<file path="src/sv/ptc_pkg.sv">
`timescale 1ns / 1ps
// ----------------------------------------------------------------------------
// ptc_pkg: shared types, constants and the arctangent table
// Widths of the pipeline lanes, the cell lane structs and the
// elaboration-time build of the octant arctangent table.
// ----------------------------------------------------------------------------
package ptc_pkg;

  localparam int COORD_BITS  = 12;
  localparam int MAG_W       = COORD_BITS;       // |offset| up to 2^(COORD_BITS-1)
  localparam int ATAN_STEPS  = 256;
  localparam int IDX_W       = 9;                // index 0..ATAN_STEPS
  localparam int ANG_W       = 11;               // signed angle -512..512
  localparam int SQ_W        = 24;               // ax^2 + ay^2
  localparam int RAD_N_W     = 40;               // sq << 16
  localparam int ROOT_W      = RAD_N_W / 2;
  localparam int SREM_W      = ROOT_W + 3;
  localparam int NUM_W       = 39;               // depth_scale << 8
  localparam int QUO_W       = 28;
  localparam int CFG_W       = 31;
  localparam int PAN_W       = 24;
  localparam int RADIUS_MIN  = 12 * 256;

  localparam int ATAN_CELLS  = IDX_W - 1;
  localparam int SQRT_CELLS  = ROOT_W;
  localparam int DEPTH_CELLS = NUM_W;
  localparam int PIPE_LATENCY = 2 + ATAN_CELLS + 1 + SQRT_CELLS + 1 + DEPTH_CELLS + 1;

  typedef enum logic [2:0] {
    REG_DEPTH_SCALE = 3'd0,
    REG_ANGLE_PAN   = 3'd1,
    REG_DEPTH_PAN   = 3'd2,
    REG_BAND_NEAR   = 3'd3,
    REG_BAND_SECOND = 3'd4,
    REG_BAND_THIRD  = 3'd5,
    REG_BAND_FOURTH = 3'd6,
    REG_CORE_LIMIT  = 3'd7
  } reg_index_t;

  typedef struct packed {
    logic signed [COORD_BITS-1:0] offset_x;
    logic signed [COORD_BITS-1:0] offset_y;
  } request_t;

  typedef struct packed {
    logic signed [31:0] angle_coord;
    logic signed [31:0] depth_coord;
    logic [2:0]         shade_level;
  } result_t;

  // Data carried alongside every cell of the chain
  typedef struct packed {
    logic             sx;
    logic             sy;
    logic             swap;
    logic             zero;
    logic [ANG_W-1:0] angle;
    logic [SQ_W-1:0]  sq;
  } side_t;

  typedef struct packed {
    logic             valid;
    side_t            side;
    logic [MAG_W-1:0] rem;
    logic [MAG_W-1:0] den;
    logic [IDX_W-1:0] q;
  } atan_lane_t;

  typedef struct packed {
    logic               valid;
    side_t              side;
    logic [RAD_N_W-1:0] n;
    logic [ROOT_W-1:0]  q;
    logic [SREM_W-1:0]  rem;
  } sqrt_lane_t;

  typedef struct packed {
    logic              valid;
    side_t             side;
    logic [NUM_W-1:0]  num;
    logic [ROOT_W-1:0] den;
    logic [ROOT_W-1:0] rem;
    logic [QUO_W-1:0]  q;
  } depth_lane_t;

  typedef logic [7:0] atan_rom_t [0:ATAN_STEPS];

  typedef longint angle_tab_t [0:20];
  localparam angle_tab_t CORDIC_ANGLES = '{
    134217728, 79233353, 41864727, 21251189, 10666835, 5338616, 2669960,
    1335061, 667541, 333772, 166886, 83443, 41722, 20861, 10430, 5215,
    2608, 1304, 652, 326, 163
  };

  function automatic longint shr_sym(longint v, int s);
    return (v >= 0) ? (v >>> s) : -((-v) >>> s);
  endfunction

  // One table entry: CORDIC vectoring with 20 fraction bits, rounded half up
  function automatic logic [7:0] atan_entry(int i);
    longint x, y, z, xs, ys;
    int j;
    x = longint'(ATAN_STEPS) <<< 24;
    y = longint'(i) <<< 24;
    z = 0;
    for (j = 0; j < 21; j++) begin
      xs = shr_sym(x, j);
      ys = shr_sym(y, j);
      if (y > 0) begin
        x = x + ys; y = y - xs; z = z + CORDIC_ANGLES[j];
      end else begin
        x = x - ys; y = y + xs; z = z - CORDIC_ANGLES[j];
      end
    end
    z = z + (longint'(1) <<< 19);
    if (z < 0) z = 0;
    z = z >>> 20;
    if (z > 255) z = 255;
    return z[7:0];
  endfunction

  function automatic atan_rom_t build_atan_rom();
    atan_rom_t t;
    int i;
    for (i = 0; i <= ATAN_STEPS; i++) t[i] = atan_entry(i);
    return t;
  endfunction

  localparam atan_rom_t ATAN_ROM = build_atan_rom();

endpackage

</file>
<file path="src/sv/ptc_atan_cell.sv">
`timescale 1ns / 1ps
// ----------------------------------------------------------------------------
// ptc_atan_cell: one quotient bit of the octant ratio
// Doubles the partial remainder, subtracts the larger magnitude when it fits.
// ----------------------------------------------------------------------------
module ptc_atan_cell import ptc_pkg::*; (
  input  logic       clk,
  input  logic       rst,
  input  atan_lane_t lane_in,
  output atan_lane_t lane_out
);

  logic [MAG_W:0] trial;
  logic           take;
  atan_lane_t     lane_next;

  // Shift, compare, subtract
  always_comb begin
    trial     = {lane_in.rem, 1'b0};
    take      = (trial >= {1'b0, lane_in.den});
    lane_next = lane_in;
    lane_next.rem = take ? MAG_W'(trial - {1'b0, lane_in.den}) : trial[MAG_W-1:0];
    lane_next.q   = {lane_in.q[IDX_W-2:0], take};
  end

  // Advance to the neighbor
  always_ff @(posedge clk) begin
    if (rst) begin
      lane_out.valid <= 1'b0;
    end else begin
      lane_out <= lane_next;
    end
  end

endmodule

</file>
<file path="config.mk">
export PLATFORM = sky130hd
export DESIGN_NAME = ptc_atan_cell
export DESIGN_NICKNAME = d
export VERILOG_FILES = /design/src/sv/ptc_pkg.sv /design/src/sv/ptc_atan_cell.sv
export SDC_FILE = /design/constraint.sdc
export NUM_CORES = 1
export LEC_CHECK = 0
export BUFFER_PORTS_ARGS = -buffer_cell sky130_fd_sc_hd__buf_4
export CORE_ASPECT_RATIO = 1.2
export CORE_UTILIZATION = 24
export DETAILED_ROUTE_END_ITERATION = 10
export GPL_ROUTABILITY_DRIVEN = 0
export PLACE_DENSITY_LB_ADDON = 0.1
export SYNTH_ARGS = -nofsm -noshare
export SYNTH_HDL_FRONTEND = slang
export SYNTH_SLANG_ARGS = --single-unit
</file>
<file path="constraint.sdc">
create_clock -name clk -period 3.5 [get_ports clk]
set_clock_uncertainty 0.1 [all_clocks]
set_input_delay 0.7 -clock clk [delete_from_list [all_inputs] [get_ports clk]]
set_output_delay 0.7 -clock clk [all_outputs]
set_load 0.005 [all_outputs]
</file>
# == Yosys cells after proc, flatten, opt, wreduce, memory -nomap -nowiden ==
# Index checks and enable logic that the tools add are counted.
# word_totals
regBits,73
latch_bits,0
mem_bits_rw,0
rom_bits,0
input_bits,75
out_inout_bits,73
word_cells,14
n_memories,0
# classes
n_addsub,1
multipliers,0
n_div,0
order_cmp,1
n_eq_ne,0
shift,0
n_mux,1
bitwise,0
n_reduce_logical,0
# op_table
op,n
$ge A13 B12 Y1,1
$mux W12,1
$sub A12 B12 Y12,1

# == Logic depth before layout (Yosys ltp) ==
# Gate-level depths: netlist (run 1).
# depth
depth_word,2
mapped_depth,10
mapped_depth_nobuf,8

# == Worst setup path before layout (run 1) ==
# No wires, ideal clock.
# synth_timing
kind,input to register
start,input port lane_in[17] (netlist name)
end,register lane_out[30] (netlist name) (data pin)
setup_time_ps,256
t_arrival_ps,2284
required_time_ps,3144
setup_slack_ps,860
stages,9
n_path_buf,2
path_cell_list,inv_1 -> ha_1 -> buf_6 -> a21oi_4 -> o21ai_2 -> a2111oi_4 -> a21oi_4 -> buf_8 -> a41o_1
# synth_rtl
element,line_no,rtl
"start, declared",ptc_atan_cell.sv:9,"input atan_lane_t lane_in,"
"end signal, assigned",ptc_atan_cell.sv:31,lane_out <= lane_next;
"end, declared",ptc_atan_cell.sv:10,output atan_lane_t lane_out

==> out/qor.txt, run 1 <==
status - finished clean
Synth Net Count - 286
max reg flops - 73
top-level port count - 148
CP Class - input pin to register
Final nets - 440
post_cts resized - 0
Leakage Power - 1.97 nW
Yosys top cell area share - 0.695
Hold Vio Cnt, Final - 0
worst slew pin tran - 657 ps
Post-Syn Area - 3110 um^2
clock root buffer - clkbuf_16
combinational fraction of design power - 0.164
flop and latch count out of synthesis - 73
number of max-cap violations - 0
global route hottest layer - met2
sequential fraction of the synthesis area - 0.701
post-CTS setup buffer count - 0
sequential cell area - 2180 um^2
initial core utilization - 0.246
initial detailed-routing violation count - 69
CP startpoint kind - input pin
Flop pwr share - 0.456
syn avg cell area - 15.7 um^2
DR WL/cell - 14.1 um
# fillers - 1250
M2 GR Usage - 0.168
gr usage total - 0.110
synth warn - 0
Setup-failing EPs final - 0
largest net degree at the start of global routing - 73
Crit-path slowest cell - a21oi_4
worst path bufs/invs - 2
die height - 127 um
first-pass GRT wire length - 11000 um
Max-Slew Margin vs Limit - 0.556
largest registers - lane_out (73)
Core ar. - 12700 um^2
Pre-Repair DR Iteration Count - 4
# H-tree levels - 3
Routed Antenna Nets - 0
P_int - 1.78 mW
n_diodes - 0
Clock Sinks - 73
Die Area - 13400 um^2
GR Util met1 - 0.140
main area contributors after synthesis - edfxtp_1, ha_1, mux2_2
die width - 106 um
Clk pwr share - 0.379
Net Sw Power - 0.575 mW
vias in the first global route - 2020
hold bufs inserted after CTS - 0
Biggest register - lane_out
DP HPWL - 5300 um
pwr dens - 503 nW/um^2
fin crit share - 0.791
Distinct cells, synth - 44
PnR worst setup slack - 733 ps
via count - 2173
Clock Path Buffers - 2
DRC - 0
Worst Setup End Kind - register
placed cell area - 4400 um^2
Final min period - 2770 ps
grt ovf - 0
CTS tree - done
WP data arrival - 2750 ps
Largest stage delay, worst path - 500 ps
crit path max fanout - 17
CTS clk-pin slew, worst paths - 60 ps
Cell Chain, Critical Path - buf_4 -> inv_1 -> ha_1 -> and4_4 -> and3_1 -> o21ai_2 -> a21oi_4 -> mux2_2
Top Family by Delay on Critical Path - compound AO/OA/AOI/OAI gates
Worst Path Required - 3480 ps
layout cells sized above 1 - 0.507
Net Sw Frac - 0.244
fmax - 0.361 GHz
IO buf count - 146
CTS Buf Count - 9
P&R area growth vs syn - 50.7%
row cnt - 45
RSZ-0062 raised after global routing - no
Avg Vias per Cell - 4.17
Tot Pwr - 2.36 mW
met3 Usage GRT - 0.0344
fin util - 0.370
setup TNS - 0 ps
Cells after Synth - 198
Routed WL - 7350 um
hold crit path type - input pin to register
Finished Cell Area - 4690 um^2
footprint of the multi-input gates - 823 um^2
leading area contributor after synthesis - edfxtp_1
IR Drop Worst-Case VDD - 0.000182 V
post-place setup slack - 357 ps
initial antenna violation count - 0
Slew Viols, Final - 0
## power by group through the flow
stage               sequential [mW]  combinational (mW)  clock, mW
floorplan                      1.11               0.163          0
global placement               1.09               0.393          0
detailed placement             1.09               0.395          0
CTS                            1.08               0.396      0.925
global route                   1.08               0.427      0.961
finish                         1.08               0.387      0.894
## placed cells by master (no fill, tap or decap), types with 6 or more instances in the layout
| master | count |
|---|---|
| inv_1 | 16 |
| edfxtp_1 | 72 |
| nor2_1 | 14 |
| buf_4 | 147 |
| clkbuf_16 | 9 |
| ha_1 | 12 |
| nand2b_1 | 6 |
| a21oi_1 | 8 |
| mux2_2 | 7 |
| nand2_1 | 6 |
## metrics by stage
| stage | cells | hold WS [ps] |
|---|---|---|
| floorplan | 198 | 672 |
| global placement | 505 | 778 |
| detailed placement | 505 | 779 |
| CTS | 521 | 426 |
| global route | 521 | 426 |
| finish | 521 | 440 |
## path summary, 6_finish.rpt
kind         from                 endpoint  slack [ps]  cells after the start
max   lane_in[17]   lane_out[27]$_DFFE_PN_         730                      8
min           rst  lane_out[72]$_SDFF_PP0_         440                      2
## cells by family (layout without fill, tap and decap cells)
kind of cell	count (synthesis)	count (layout)	synth area share
AO/OA/AOI/OAI	35	35	0.0985
multiplexers	7	7	0.0253
XOR/XNOR	5	5	0.0141
adder cells (fa/ha/maj)	13	13	0.0547
flip-flops	73	73	0.701
buffers and inverters	22	181	0.0342
AND/OR/NAND/NOR	43	43	0.0720
## synth_stat cells, drive strengths merged
| library cell | instances |
|---|---|
| nor2 | 14 |
| nor3 | 5 |
| or3 | 1 |
| nor2b | 1 |
| fa | 1 |
| or2b | 1 |
| o31ai | 2 |
| a2111oi | 1 |
| a21o | 1 |
| nand4b | 2 |
| nand2b | 6 |
| o21ai | 8 |
| and2 | 1 |
| and4 | 1 |
| a211oi | 3 |
| mux2 | 7 |
| dfxtp | 1 |
| a41o | 1 |
| nor3b | 1 |
| buf | 4 |
| edfxtp | 72 |
| o21a | 2 |
| xor2 | 2 |
| nand2 | 6 |
| o41ai | 1 |
| clkbuf | 1 |
| inv | 17 |
| nand4 | 1 |
| a311o | 1 |
| ha | 12 |
| o32ai | 1 |
| and3 | 2 |
| nand3 | 1 |
| o211ai | 2 |
| xnor2 | 3 |
| a211o | 1 |
| a21oi | 11 |
## cell type report
class,count,area share
timing repair buffer,148,0.240
tap,164,0.0438
sequential,73,0.465
clock buffer,10,0.0510
inverter,17,0.0139
multi-input combinational,103,0.176
clock inverter,6,0.0107
## routing by layer
layer	part of all wire	up-vias
met2	0.46	103
met3	0.084	11
met4	0.019	0
li1	-	1054
met5	0	-
met1	0.43	1005
(Power assumes the default switching activity.)
==> run 2, diff against run 1 <==
==> constraint.sdc (replaced) <==
create_clock -name clk -period 2.52 [get_ports clk]
set_clock_uncertainty 0.1 [all_clocks]
set_input_delay 0.504 -clock clk [delete_from_list [all_inputs] [get_ports clk]]
set_output_delay 0.504 -clock clk [all_outputs]
set_load 0.005 [all_outputs]
==> run 2 against run 1 <==
Compared with the run above:
- non-clock buffer count up 28
- critical path depth increased by 2
- final cell count increased by 5.4%
- core utilization increased by 2.2 points
- sequential power is 39% higher
- global-route usage up 0.67 points
- combinational power up 54%
- routed wire length is 5.5% higher
- sequential cell count stayed put
- critical endpoint is now lane_out[32]$_DFFE_PN_
- largest cell class unchanged
- highest routed layer unchanged
==> out/qor.txt, run 2 (synthesis results as in run 1) <==
top-level port count - 148 (unchanged)
Setup-failing EPs final - 0 (unchanged)
RSZ-0062 raised after global routing - no
CP startpoint kind - input pin
die width - 106 um (unchanged)
DRC - 0 (unchanged)
die height - 127 um (unchanged)
hold bufs inserted after CTS - 0 (unchanged)
Critical Path Start - lane_in[17]
Hold Vio Cnt, Final - 0 (unchanged)
n_diodes - 0 (unchanged)
most frequent cells in the layout - buf_4, edfxtp_1, inv_1, nor2_1, ha_1
IR Drop Worst-Case VDD - 0.000339 V (+86%)
first-pass GRT wire length - 11800 um (+7.5%)
grt ovf - 0 (unchanged)
post-CTS setup buffer count - 0 (unchanged)
# fillers - 1264 (+1.1%)
max reg flops - 73 (unchanged)
via count - 2260 (+4.0%)
vias in the first global route - 2288 (+13%)
post_cts resized - 0 (unchanged)
CP Class - input pin to register
# H-tree levels - 3 (unchanged)
crit path max fanout - 13 (-4)
initial core utilization - 0.246 (unchanged)
Biggest register - lane_out
IO buf count - 146 (unchanged)
pwr dens - 718 nW/um^2 (+43%)
number of max-cap violations - 0 (unchanged)
Routed WL - 7750 um (+5.5%)
Core ar. - 12700 um^2 (unchanged)
Final nets - 468 (+6.4%)
Final min period - 2380 ps
fin crit share - 0.943
Slew Viols, Final - 0 (unchanged)
worst slew pin tran - 572 ps (-84.5 ps)
Crit-path slowest cell - a21oi_4
Die Area - 13400 um^2 (unchanged)
Clock Sinks - 73 (unchanged)
initial detailed-routing violation count - 82 (+19%)
initial antenna violation count - 0 (unchanged)
most used cell, CP - buf_4
DP HPWL - 5920 um (+12%)
largest registers - lane_out (73)
Worst Setup EP - lane_out[32]$_DFFE_PN_
layout cells sized above 1 - 0.540 (+0.0333)
Final Non-Filler Cells - 549 (+5.4%)
DR WL/cell - 14.1 um (+0.16%)
status - finished clean
Finished Cell Area - 4970 um^2 (+5.9%)
commonest non-fill, non-tap cell in the layout - buf_4
Cell Chain, Critical Path - buf_4 -> inv_1 -> ha_1 -> and4_4 -> and3_1 -> o21ai_2 -> a21oi_4 -> buf_4 -> o211ai_4 -> o32ai_2
hold crit path type - input pin to register
Leakage Power - 2.14 nW (+8.6%)
CTS Buf Count - 9 (unchanged)
WP data arrival - 2440 ps (-310 ps)
Clock Path Buffers - 2 (unchanged)
CTS clk-pin slew, worst paths - 60 ps (about the same)
DP Cell Count - 533 (+5.5%)
placed cell area - 4620 um^2 (+5.1%)
Worst Setup End Kind - register
gr usage total - 0.117 (+0.00666)
Largest stage delay, worst path - 410 ps (-90 ps)
Avg Vias per Cell - 4.12 (-1.3%)
largest net degree at the start of global routing - 24 (-67%)
CTS tree - done
Pre-Repair DR Iteration Count - 6 (+2)
Worst Path Required - 2580 ps (-900 ps)
Max-Slew Margin vs Limit - 0.613 (+0.0570)
Routed Antenna Nets - 0 (unchanged)
clock root buffer - clkbuf_16
row cnt - 45 (unchanged)
P&R area growth vs syn - 59.6%
fmax - 0.421 GHz
==> run 2: cell count changes in the layout (fill, tap and decap cells not counted), sizes merged <==
cell and delta:
bufinv +3, clkinv -1, buf +28, clkinvlp -1, inv -1
==> run 2: per-layer routing <==
layer	wire length, um	GRT usage
met4	123	0.0433
met5	0	0
met2	3690	0.198
met1	3330	0.138
met3	609	0.0370
==> run 2: worst min-delay path by stage <==
stage                 from                 endpoint  slack [ps]  cells after the start
5_1_grt        lane_in[56]   lane_out[56]$_DFFE_PN_         240                      1
4_1_cts                rst  lane_out[72]$_SDFF_PP0_         220                      2
6_report               rst  lane_out[72]$_SDFF_PP0_         250                      2
3_5_place_dp   lane_in[46]   lane_out[46]$_DFFE_PN_         580                      1
3_3_place_gp           rst  lane_out[72]$_SDFF_PP0_         580                      2
2_1_floorplan          rst  lane_out[72]$_SDFF_PP0_         480                      1
==> run 2: layout make-up <==
class,instances,area (um^2),area share
Sequential cell,73,2180,0.439
Timing Repair Buffer,176,1350,0.271
Multi-Input combinational cell,103,823,0.166
Clock buffer,10,229,0.0461
Tap cell,164,205,0.0413
Clock inverter,6,115,0.0232
Inverter,17,65.1,0.0131
==> run 2: per-stage QoR <==
step           setup WS, ps  power (mW)  setup TNS (ps)   util  hold WS, ps
2_1_floorplan          76.2        1.76               0      -          476
3_3_place_gp           -234        2.12           -2090  0.365          580
3_5_place_dp           -229        2.13           -2030  0.365          583
4_1_cts                 114        3.64               0  0.392          224
5_1_grt                18.9        3.73               0  0.392          235
6_report                143        3.56               0  0.392          246
==> run 2: power breakdown <==
part | internal (mW) | switching [mW]
Clock | 0.973 | 0.501
Combinational | 0.347 | 0.248
Sequential | 1.47 | 0.0298
Total | 2.79 | 0.778
==> run 2: worst max-delay path, delay by kind of cell <==
family,cells,cell delay [ps]
AO/OA/AOI/OAI,4,750
adder cells (fa/ha/maj),1,380
AND/OR/NAND/NOR,2,470
buffers and inverters,3,330
==> run 3, diff against run 2 <==
--- a/config.mk
+++ b/config.mk
@@ -7,6 +7,7 @@
 export LEC_CHECK = 0
 export BUFFER_PORTS_ARGS = -buffer_cell sky130_fd_sc_hd__buf_4
 export CORE_ASPECT_RATIO = 1.2
+export CORE_MARGIN = 4
 export CORE_UTILIZATION = 24
 export DETAILED_ROUTE_END_ITERATION = 10
 export GPL_ROUTABILITY_DRIVEN = 0
==> run 3 against run 2 <==
Compared with the run above:
- first-iteration DRC count shrank 18%
- sequential power is essentially flat
- worst hold slack gained 3.1 ps
- non-clock buffer count shrank 1
- sequential cell count is the same
- critical endpoint unchanged
- highest routed layer unchanged
==> out/qor.txt, run 3 (synthesis results as in run 1) <==
largest registers - lane_out (73)
via count - 2264 (+0.18%)
Worst Path Required - 2580 ps (about the same)
Largest stage delay, worst path - 420 ps (about the same)
Top Family by Delay on Critical Path - compound AO/OA/AOI/OAI gates
P&R area growth vs syn - 58.2%
Final min period - 2360 ps (-21.2 ps)
M2 GR Usage - 0.172 (-0.0259)
Flop pwr share - 0.433 (+0.013)
WP data arrival - 2420 ps (-20 ps)
commonest non-fill, non-tap cell in the layout - buf_4
Pre-Repair DR Iteration Count - 4 (-2)
GR Util met1 - 0.128 (-0.00958)
met3 Usage GRT - 0.0389 (+0.00188)
initial antenna violation count - 0 (unchanged)
Biggest register - lane_out
worst path bufs/invs - 2 (-1)
clock root buffer - clkbuf_16
Clock Path Buffers - 2 (unchanged)
Worst Setup End Kind - register
Net Sw Frac - 0.222 (+0.00321)
Slew Viols, Final - 0 (unchanged)
post-place setup slack - -214 ps (+14.7 ps)
global route hottest layer - met2
status - finished clean
n_diodes - 0 (unchanged)
CP Class - input pin to register
Crit-path slowest cell - a21oi_4
top-level port count - 148 (unchanged)
Hold Vio Cnt, Final - 0 (unchanged)
initial detailed-routing violation count - 67 (-18%)
crit path max fanout - 13 (unchanged)
Net Sw Power - 0.764 mW (-1.9%)
combinational fraction of design power - 0.173 (+0.006)
# H-tree levels - 3 (unchanged)
largest net degree at the start of global routing - 65 (+170%)
die width - 112 um (+5.7%)
DRC - 0 (unchanged)
most used cell, CP - buf_4
most frequent cells in the layout - buf_4, edfxtp_1, inv_1, nor2_1, ha_1
PnR worst setup slack - 164 ps (+21.2 ps)
setup TNS - 0 ps (unchanged)
CTS clk-pin slew, worst paths - 70 ps (about the same)
DP HPWL - 6080 um (+2.7%)
Avg Vias per Cell - 4.13 (+0.36%)
max reg flops - 73 (unchanged)
number of max-cap violations - 0 (unchanged)
Die Area - 14900 um^2 (+11%)
fmax - 0.425 GHz (+0.90%)
Clk pwr share - 0.394 (-0.019)
die height - 133 um (+4.7%)
layout cells sized above 1 - 0.542 (+0.00141)
row cnt - 45 (unchanged)
Cell Chain, Critical Path - buf_4 -> ha_2 -> and4_4 -> and3_1 -> o21ai_2 -> a21oi_4 -> buf_4 -> o211ai_4 -> o32ai_2
Max-Slew Margin vs Limit - 0.533 (-0.0804)
CTS Buf Count - 9 (unchanged)
grt ovf - 0 (unchanged)
CP startpoint kind - input pin
hold crit path type - input pin to register
pwr dens - 700 nW/um^2 (-2.5%)
initial core utilization - 0.246 (unchanged)
P_int - 2.68 mW (-3.7%)
Final nets - 467 (-0.21%)
Routed Antenna Nets - 0 (unchanged)
IO buf count - 146 (unchanged)
hold bufs inserted after CTS - 0 (unchanged)
Setup-failing EPs final - 0 (unchanged)
IR Drop Worst-Case VDD - 0.000261 V (-23%)
DR WL/cell - 14.5 um (+2.8%)
Tot Pwr - 3.45 mW (-3.3%)
Core ar. - 12700 um^2 (unchanged)
fin crit share - 0.935 (-0.00841)
Leakage Power - 2.12 nW (-0.99%)
Worst Setup EP - lane_out[32]$_DFFE_PN_
first-pass GRT wire length - 12400 um (+4.9%)
Critical Path Start - lane_in[28]
CTS tree - done
Finished Cell Area - 4920 um^2 (-0.86%)
Clock Sinks - 73 (unchanged)
worst slew pin tran - 691 ps (+119 ps)
vias in the first global route - 2428 (+6.1%)
gr usage total - 0.106 (-0.0107)
Routed WL - 7950 um (+2.6%)
CP Depth - 9 (-1)
placed cell area - 4590 um^2 (-0.60%)
[run 3: cell count changes in the layout (fill, tap and decap cells not counted), sizes merged]
cell    before  now
buf        176  175
bufinv       3    2
clkinv       2    3
[run 3: final cells by class]
class	instances	area (um^2)
clock inverters	6	90.1
flip-flops and latches	73	2180
clock buffers	10	229
well taps	164	205
inverters	17	65.1
multi-input cells	103	826
repair buffers	175	1330
fillers	1220	7740
[run 3: per-layer routing]
| layer | part of all wire | vias up |
|---|---|---|
| li1 | - | 1107 |
| met1 | 0.43 | 1042 |
| met2 | 0.47 | 105 |
| met3 | 0.088 | 10 |
| met4 | 0.018 | 0 |
| met5 | 0 | - |
[run 3: repair_timing]
item,CTS,global route
gates resized for setup,0,1
endpoints found under the setup margin,0,1
buffers inserted,0,1
endpoints found under the hold margin,0,0
[run 3: worst min-delay path by stage]
| stage | startpoint | to | slack, ps | cells past startpoint |
|---|---|---|---|---|
| after CTS | rst | lane_out[72]$_SDFF_PP0_ | 230 | 2 |
| after global routing | lane_in[67] | lane_out[67]$_DFFE_PN_ | 230 | 1 |
| after global placement | rst | lane_out[72]$_SDFF_PP0_ | 580 | 2 |
| after detailed placement | lane_in[53] | lane_out[53]$_DFFE_PN_ | 580 | 1 |
| after floorplan | rst | lane_out[72]$_SDFF_PP0_ | 480 | 1 |
| final | rst | lane_out[72]$_SDFF_PP0_ | 250 | 2 |
[run 3: through the flow]
step,hold slack [ps],cells,utilization
5_1_grt,233,548,0.389
2_1_floorplan,476,198,-
3_3_place_gp,580,531,0.363
6_report,249,548,0.389
3_5_place_dp,584,531,0.363
4_1_cts,231,547,0.388
[run 3: power groups by stage]
| stage | logic [mW] | registers, mW | clock network [mW] |
|---|---|---|---|
| final | 0.596 | 1.49 | 1.36 |
| after global routing | 0.659 | 1.50 | 1.46 |
| after CTS | 0.608 | 1.50 | 1.41 |
| after detailed placement | 0.605 | 1.52 | 0 |
| after global placement | 0.600 | 1.52 | 0 |
| after floorplan | 0.227 | 1.54 | 0 |
